$ cat src/rtl/plc_pkg.sv
`timescale 1ns / 1ps

package plc_pkg;

	// Field widths fixed by the command and result formats
	localparam int unsigned CMD_W   = 3;
	localparam int unsigned POS_W   = 7;
	localparam int unsigned ITEM_W  = 32;
	localparam int unsigned COUNT_W = 7;

	typedef logic [CMD_W-1:0]          cmd_t;
	typedef logic [POS_W-1:0]          pos_t;
	typedef logic signed [ITEM_W-1:0]  item_t;
	typedef logic [COUNT_W-1:0]        count_t;

	// Command codes
	localparam cmd_t CMD_INSERT  = 3'd0;
	localparam cmd_t CMD_DELETE  = 3'd1;
	localparam cmd_t CMD_GET     = 3'd2;
	localparam cmd_t CMD_REPLACE = 3'd3;
	localparam cmd_t CMD_CLEAR   = 3'd4;

	// Per-cycle action broadcast to every cell
	typedef enum logic [1:0] {
		OP_HOLD,
		OP_INS,
		OP_DEL,
		OP_PUT
	} cell_op_t;

endpackage

$ cat src/rtl/plc_cell.sv
`timescale 1ns / 1ps

// One list slot. Past the position it takes its left neighbor on insert;
// at/past it, its right one on delete; at it, new item on insert/replace.
module plc_cell #(
	parameter int unsigned IDX = 0
) (
	input  logic                clk,
	input  plc_pkg::cell_op_t   op,
	input  plc_pkg::pos_t       pos,
	input  plc_pkg::item_t      item_in,
	input  plc_pkg::item_t      left,
	input  plc_pkg::item_t      right,
	output plc_pkg::item_t      data,
	output plc_pkg::item_t      tap
);
	import plc_pkg::*;

	item_t data_q;
	logic  here;
	logic  above;

	// Position compare against this slot's fixed index
	always_comb begin
		here  = ({{(32-POS_W){1'b0}}, pos} == IDX);
		above = ({{(32-POS_W){1'b0}}, pos} <  IDX);
	end

	// Slot update
	always_ff @(posedge clk) begin
		case (op)
			OP_INS: begin
				if (above)
					data_q <= left;
				else if (here)
					data_q <= item_in;
			end
			OP_DEL: begin
				if (above || here)
					data_q <= right;
			end
			OP_PUT: begin
				if (here)
					data_q <= item_in;
			end
			default: ;
		endcase
	end

	assign data = data_q;
	// Masked read tap, OR-combined at the top
	assign tap  = here ? data_q : '0;
endmodule

$ cat config.mk
export PLATFORM = sky130hd
export DESIGN_NAME = plc_cell
export DESIGN_NICKNAME = d
export VERILOG_FILES = /design/src/rtl/plc_pkg.sv /design/src/rtl/plc_cell.sv
export SDC_FILE = /design/constraint.sdc
export NUM_CORES = 1
export LEC_CHECK = 0
export BUFFER_PORTS_ARGS = -buffer_cell sky130_fd_sc_hd__buf_2
export CAP_MARGIN = 40
export CORE_MARGIN = 2
export CORE_UTILIZATION = 27
export DETAILED_ROUTE_END_ITERATION = 8
export PLACE_DENSITY = 0.64
export SLEW_MARGIN = 20
export SYNTH_ARGS = -nofsm -noshare
export SYNTH_HDL_FRONTEND = slang
export SYNTH_SLANG_ARGS = --single-unit
$ cat constraint.sdc
create_clock -name clk -period 5.3 [get_ports clk]
set_input_delay 1.06 -clock clk [delete_from_list [all_inputs] [get_ports clk]]
set_output_delay 1.06 -clock clk [all_outputs]
set_load 0.03 [all_outputs]
==> results of run 1 <==
worst max-delay path, cell delays in order:
cell and delay (ns):
sky130_fd_sc_hd__buf_2 0.09, sky130_fd_sc_hd__or3_2 0.68, sky130_fd_sc_hd__buf_12 0.25, sky130_fd_sc_hd__nor3_1 0.13, sky130_fd_sc_hd__buf_2 0.24
area by class of cell:
cell class | instances | area share
clock buffer | 5 | 0.0255
timing repair buffer | 140 | 0.268
inverter | 32 | 0.0446
sequential | 32 | 0.357
tap | 96 | 0.0446
multi-input combinational | 68 | 0.261
metal layers:
layer / up-vias / routed length (µm) / GRT usage
li1: 754 / - / -
met1: 684 / 1840 / 0.137
met2: 70 / 2340 / 0.198
met3: 2 / 290 / 0.0273
met4: 0 / 40 / 0.0462
met5: - / 0 / 0
cell families after synthesis:
group | Yosys count | synth area share
buffers and inverters | 44 | 0.121
and+or+nand+nor | 36 | 0.178
muxes | 32 | 0.191
DFF | 32 | 0.509
per-stage QoR:
step | instances | hold WS [ns] | total power (µW) | setup WS, ns | util
global placement | 367 | 1.36 | 355 | 1.68 | 0.383
detailed placement | 368 | 1.36 | 358 | 1.75 | 0.386
floorplan | 144 | 1.28 | 328 | 0.856 | -
CTS | 373 | 1.07 | 527 | 1.75 | 0.397
global route | 373 | 1.07 | 542 | 1.69 | 0.397
finish | 373 | 1.09 | 514 | 1.77 | 0.397
worst paths after layout:
check / startpoint / end / slack (ns) / depth (start not counted)
worst max-delay path: pos[1] / tap[31] / 1.77 / 5
worst min-delay path: right[1] / data[1] / 1.09 / 2
power by group:
part           internal [µW]  switching (µW)
sequential               282           0.572
combinational           39.5            29.7
clock                   84.5            78.3
placed cells by master (no fill, tap or decap):
cell type	netlist	layout
sky130_fd_sc_hd__edfxtp_1	32	32
sky130_fd_sc_hd__nor2_1	1	1
sky130_fd_sc_hd__nor3_1	3	2
sky130_fd_sc_hd__mux2_2	32	32
sky130_fd_sc_hd__buf_4	0	2
sky130_fd_sc_hd__buf_12	3	1
sky130_fd_sc_hd__buf_2	6	137
sky130_fd_sc_hd__or4_4	1	1
sky130_fd_sc_hd__or3_2	0	1
sky130_fd_sc_hd__nor3_2	30	31
sky130_fd_sc_hd__clkbuf_8	0	5
sky130_fd_sc_hd__inv_1	32	32
==> impl_results.rst, run 1 <==
.. list-table::
   :header-rows: 1

   * - Metric
     - Value
   * - Vias in the first global route
     - approximately 1,400
   * - EDFF count, synth
     - 32
   * - DR DRC count
     - 0
   * - Aggregate negative setup slack
     - 0 ns
   * - Die Height
     - between 80 and 90 µm
   * - Final cell area excluding filler cells
     - around 0.0027 mm²
   * - Worst path required time
     - 4.24 ns
   * - TritonCTS clock tree
     - built
   * - Yosys top cell by area
     - sky130_fd_sc_hd__edfxtp_1
   * - Root Buffer
     - sky130_fd_sc_hd__clkbuf_8
   * - # IOs
     - 170
   * - Power per cell area
     - approximately 190 mW/mm²
   * - Largest fanout of any net on the critical path
     - 21
   * - Number of antenna diodes
     - 0
   * - Number of slew-limit violations in the final report
     - 0
   * - Placeable core region
     - 0.00679 mm²
   * - Main area contributors after synthesis
     - sky130_fd_sc_hd__edfxtp_1, sky130_fd_sc_hd__mux2_2, sky130_fd_sc_hd__nor3_2
   * - Antenna violations before repair
     - 0
   * - Gate count after technology mapping
     - about 140
   * - Count of unique library cells instantiated by Yosys
     - 12
   * - Number of I/O port buffers
     - between 100 and 150
   * - CTS sink cnt
     - 32
   * - Fraction of registers with async set or reset after synthesis
     - 0
   * - Max FFs per register
     - 32
   * - Data arrival, critical path
     - between 2 and 2.5 ns
   * - Part of the Yosys area used for sequential elements
     - 0.509
   * - Die area
     - 0.00767 mm²
   * - Number of routed nets with antenna violations
     - 0
   * - Mapped Nets
     - 250
   * - Buffers inserted by post-CTS timing repair
     - 0
   * - Multi-input gate area
     - approximately 700 µm²
   * - Final-report hold violation count
     - 0
   * - Cells resized by post-CTS repair
     - 0
   * - HPWL after detailed placement
     - ~3400 µm
   * - Drt first pass iters
     - 4
   * - Setup violators final
     - 0
   * - Max Clk Rate
     - between 0.2 and 0.3 GHz
   * - Worst hold path class
     - primary input to flop
   * - Grt total ovfl
     - 0
   * - Violation count after the first detailed-routing iteration
     - 38
   * - Fraction of final layout cells sized beyond drive strength 1
     - 0.758
   * - First-pass GRT wire length
     - around 6600 µm
   * - Ys Warns
     - 0
   * - Startpoint Class
     - primary input
   * - RSZ-0062 raised after global routing
     - no
   * - Synth Area per Inst
     - 13.1 µm²
   * - Ranking of synthesized cells by instance count
     - sky130_fd_sc_hd__edfxtp_1, sky130_fd_sc_hd__inv_1, sky130_fd_sc_hd__mux2_2
   * - Post-DR vias/cell
     - ~4.0
   * - WS Path Type
     - primary input to output port
   * - Post-place instance area
     - roughly 0.0026 mm²
   * - Number of nets in the final layout
     - roughly 390
   * - DRT Wirelength
     - ~4500 µm
   * - Worst Max-Slew Pin Slew
     - around 0.74 ns
   * - Count of maximum capacitance violations
     - 0
   * - Final cycle utilization of the critical path
     - 0.666
   * - Slew headroom
     - 0.505
   * - Number of buffers added by the clock tree synthesis step
     - 5
   * - X dimension of the die
     - slightly below 90 µm
   * - Combined area of all synthesized cells
     - 0.00189 mm²
   * - Prevailing post-synth register cell
     - sky130_fd_sc_hd__edfxtp_1
   * - Status
     - complete, no violations
   * - Kind of capture point of the worst setup path
     - output port
   * - Register area
     - 961 µm²
   * - Starting density of the core
     - 0.278
   * - Depth of the CTS H-tree
     - 2
   * - Hold buffer count at CTS
     - 0
   * - Static power due to leakage
     - 0.00126 µW
   * - Layout-stage area growth over the synthesis result
     - 42.8%
   * - Standard-cell rows
     - 30
   * - Wire per inst
     - 12.1 µm
   * - Fraction of synthesized cell area taken by the top area cell type
     - 0.509
   * - Minimum period implied by the final worst setup slack
     - 3.53 ns
   * - Maximum buffer depth of the clock tree
     - 2
   * - GRT Overall Usage
     - 0.114
   * - Clock-pin slew of the registers on the worst-case setup and hold paths
     - 0.06 ns
   * - Maximum vdd ir drop
     - slightly below 100 µV
   * - Number of synthesized register bits
     - 32
   * - Pin count of the biggest net entering global routing
     - 34
   * - # fillers
     - between 600 and 700
   * - Final Wtd Congestion
     - slightly below 0.7
   * - Detailed-route via count
     - between 1,500 and 2,000
Note: power is estimated with default switching activity, not from simulation.
==> run 2: changes to the inputs <==
Clock period 5.3 ns to 3.5 ns, I/O delays scaled along.
==> impl_results.rst, run 2 (synthesized netlist as in run 1, its figures left out) <==
.. list-table::
   :header-rows: 1

   * - Metric
     - Value
   * - Status
     - complete, no violations
   * - Max Clk Rate
     - about 0.35 GHz
   * - Hold buffer count at CTS
     - 0 (unchanged)
   * - Placeable core region
     - 0.00679 mm² (unchanged)
   * - Clock-pin slew of the registers on the worst-case setup and hold paths
     - 0.07 ns (about the same)
   * - Kind of capture point of the worst setup path
     - output port
   * - Slack of the critical path
     - 0.650 ns (-1.12 ns)
   * - DP Worst Slack
     - 0.629 ns (-1.12 ns)
   * - Internal Pwr Total
     - 619 µW (+53%)
   * - Layout-stage area growth over the synthesis result
     - 44.3%
   * - Cell type group with the largest total delay on the critical path
     - simple AND/OR/NAND/NOR gates
   * - Cells resized by post-CTS repair
     - 0 (unchanged)
   * - Grt total ovfl
     - 0 (unchanged)
   * - TritonCTS clock tree
     - built
   * - Static power due to leakage
     - 0.00127 µW (+1.4%)
   * - Commonest non-fill, non-tap cells in the layout
     - sky130_fd_sc_hd__buf_2, sky130_fd_sc_hd__mux2_2, sky130_fd_sc_hd__inv_1, sky130_fd_sc_hd__edfxtp_1, sky130_fd_sc_hd__nor3_2
   * - Power per cell area
     - 292 mW/mm² (+53%)
   * - Final-report hold violation count
     - 0 (unchanged)
   * - Destination of the worst hold path
     - data[7]
   * - Switching share of power
     - 0.221 (+0.00992)
   * - Worst hold start
     - right[7]
   * - Combinational cell fraction of total power
     - 0.135 (about the same)
   * - GRT Overall Usage
     - 0.121 (+0.00614)
   * - DR DRC count
     - 0 (unchanged)
   * - Largest fanout of any net on the critical path
     - 18 (-14%)
   * - RSZ-0062 raised after global routing
     - no
   * - HPWL after detailed placement
     - 3650 µm (+5.8%)
   * - Number of nets in the final layout
     - 386 (+0.26%)
   * - Number of antenna diodes
     - 0 (unchanged)
   * - Sequential share of power
     - 0.538 (-0.011)
   * - Worst path required time
     - 2.80 ns (-1.44 ns)
   * - Drt first pass iters
     - 4 (unchanged)
   * - Sw Pwr
     - 176 µW (+62%)
   * - Slowest stage delay, CP
     - 0.73 ns (+0.05 ns)
   * - Final Wtd Congestion
     - 0.684 (+0.28%)
   * - Commonest non-fill, non-tap cell in the layout
     - sky130_fd_sc_hd__buf_2
   * - Hold Path Depth
     - 2 (unchanged)
   * - Final cell area excluding filler cells
     - 0.00272 mm² (+1.1%)
   * - # fillers
     - 695 (+4.2%)
   * - Fraction of final layout cells sized beyond drive strength 1
     - 0.754 (-0.00455)
   * - Standard-cell rows
     - 30 (unchanged)
   * - Pin count of the biggest net entering global routing
     - 34 (unchanged)
   * - CTS sink cnt
     - 32 (unchanged)
   * - Maximum buffer depth of the clock tree
     - 2 (unchanged)
   * - Depth of the CTS H-tree
     - 2 (unchanged)
   * - Cell with the most instances on the worst path
     - sky130_fd_sc_hd__buf_2
   * - First-pass GRT wire length
     - 7100 µm (+8.2%)
   * - Startpoint Class
     - primary input
   * - Depth of the critical timing path with buffers and inverters included
     - 5 (unchanged)
   * - Share of the core filled with cells
     - 0.401 (+0.00424)
   * - X dimension of the die
     - 87.6 µm (unchanged)
   * - Number of I/O port buffers
     - 137 (unchanged)
   * - Clock power frac
     - 0.326 (+0.010)
   * - Worst hold path class
     - primary input to flop
   * - Number of slew-limit violations in the final report
     - 0 (unchanged)
   * - Post-place instance area
     - 0.00265 mm² (+0.81%)
   * - Die area
     - 0.00767 mm² (unchanged)
   * - Crit-path slowest cell
     - sky130_fd_sc_hd__or3_2
   * - Non-filler cells, final
     - 376 (+0.80%)
   * - Worst path buffer plus inverter count
     - 3 (unchanged)
   * - Wire per inst
     - 12.5 µm (+3.6%)
   * - Die Height
     - 87.6 µm (unchanged)
   * - Violation count after the first detailed-routing iteration
     - 20 (-47%)
   * - Number of routed nets with antenna violations
     - 0 (unchanged)
   * - Antenna violations before repair
     - 0 (unchanged)
   * - # IOs
     - 170 (unchanged)
   * - DRT Wirelength
     - 4710 µm (+4.5%)
   * - Starting density of the core
     - 0.278 (unchanged)
   * - Number of buffers added by the clock tree synthesis step
     - 5 (unchanged)
   * - Max FFs per register
     - 32 (unchanged)
   * - Final cycle utilization of the critical path
     - 0.814
   * - Minimum period implied by the final worst setup slack
     - ~2.9 ns
   * - Worst Max-Slew Pin Slew
     - 0.580 ns (-0.163 ns)
   * - Data arrival, critical path
     - 2.15 ns (-0.32 ns)
   * - Setup violators final
     - 0 (unchanged)
   * - Slew headroom
     - 0.614 (+0.109)
   * - Aggregate negative setup slack
     - 0 ns (unchanged)
   * - Buffers inserted by post-CTS timing repair
     - 0 (unchanged)
   * - Maximum vdd ir drop
     - 92.9 µV (-4.9%)
   * - Cell total after placement
     - 369 (+0.27%)
   * - Root Buffer
     - sky130_fd_sc_hd__clkbuf_8
   * - Series of cell instances along the critical path
     - buf_2, or3_2, buf_16, nor3_1, buf_2
   * - Detailed-route via count
     - 1,536 (+1.7%)
   * - Count of maximum capacitance violations
     - 0 (unchanged)
   * - Post-DR vias/cell
     - 4.09 (+0.91%)
   * - Vias in the first global route
     - 1,555 (+12%)
   * - WS Path Type
     - primary input to output port
## run 2: cell count changes in the layout (fill, tap and decap cells not counted), sizes merged
| cell | change |
|---|---|
| buf | +1 |
| clkinv | +2 |
## run 2: how the worst max path moves through the flow
stage / from / to
finish: pos[1] / tap[31]
global route: pos[1] / tap[31]
CTS: pos[1] / tap[15]
detailed placement: pos[1] / tap[15]
global placement: pos[1] / tap[31]
floorplan: pos[2] / data[0]
## run 2: final cells by class
cell class	count	area, µm²	share of cell area
sequential	32	961	0.353
timing repair buffer	141	736	0.270
multi-input combinational	68	709	0.261
inverter	32	120	0.0441
tap	96	120	0.0441
clock buffer	5	68.8	0.0253
clock inverter	2	7.51	0.00276
## run 2: per-layer routing
metal | track usage | part of all wire | wire length [µm]
met5 | 0 | 0 | 0
met4 | 0.0420 | 0.012 | 57
met3 | 0.0226 | 0.055 | 259
met2 | 0.233 | 0.53 | 2500
met1 | 0.129 | 0.40 | 1890
## run 2: power by group through the flow
stage	registers [µW]	logic, µW	clock network [µW]
floorplan	440	57.3	0
global placement	436	104	0
detailed placement	436	109	0
CTS	427	110	276
global route	428	119	286
finish	428	108	259
## run 2: per-stage QoR
stage / power (µW) / hold WS, ns
6_report: 795 / 0.722
5_1_grt: 833 / 0.717
4_1_cts: 814 / 0.707
3_5_place_dp: 545 / 1.00
3_3_place_gp: 540 / 1.00
2_1_floorplan: 497 / 0.920
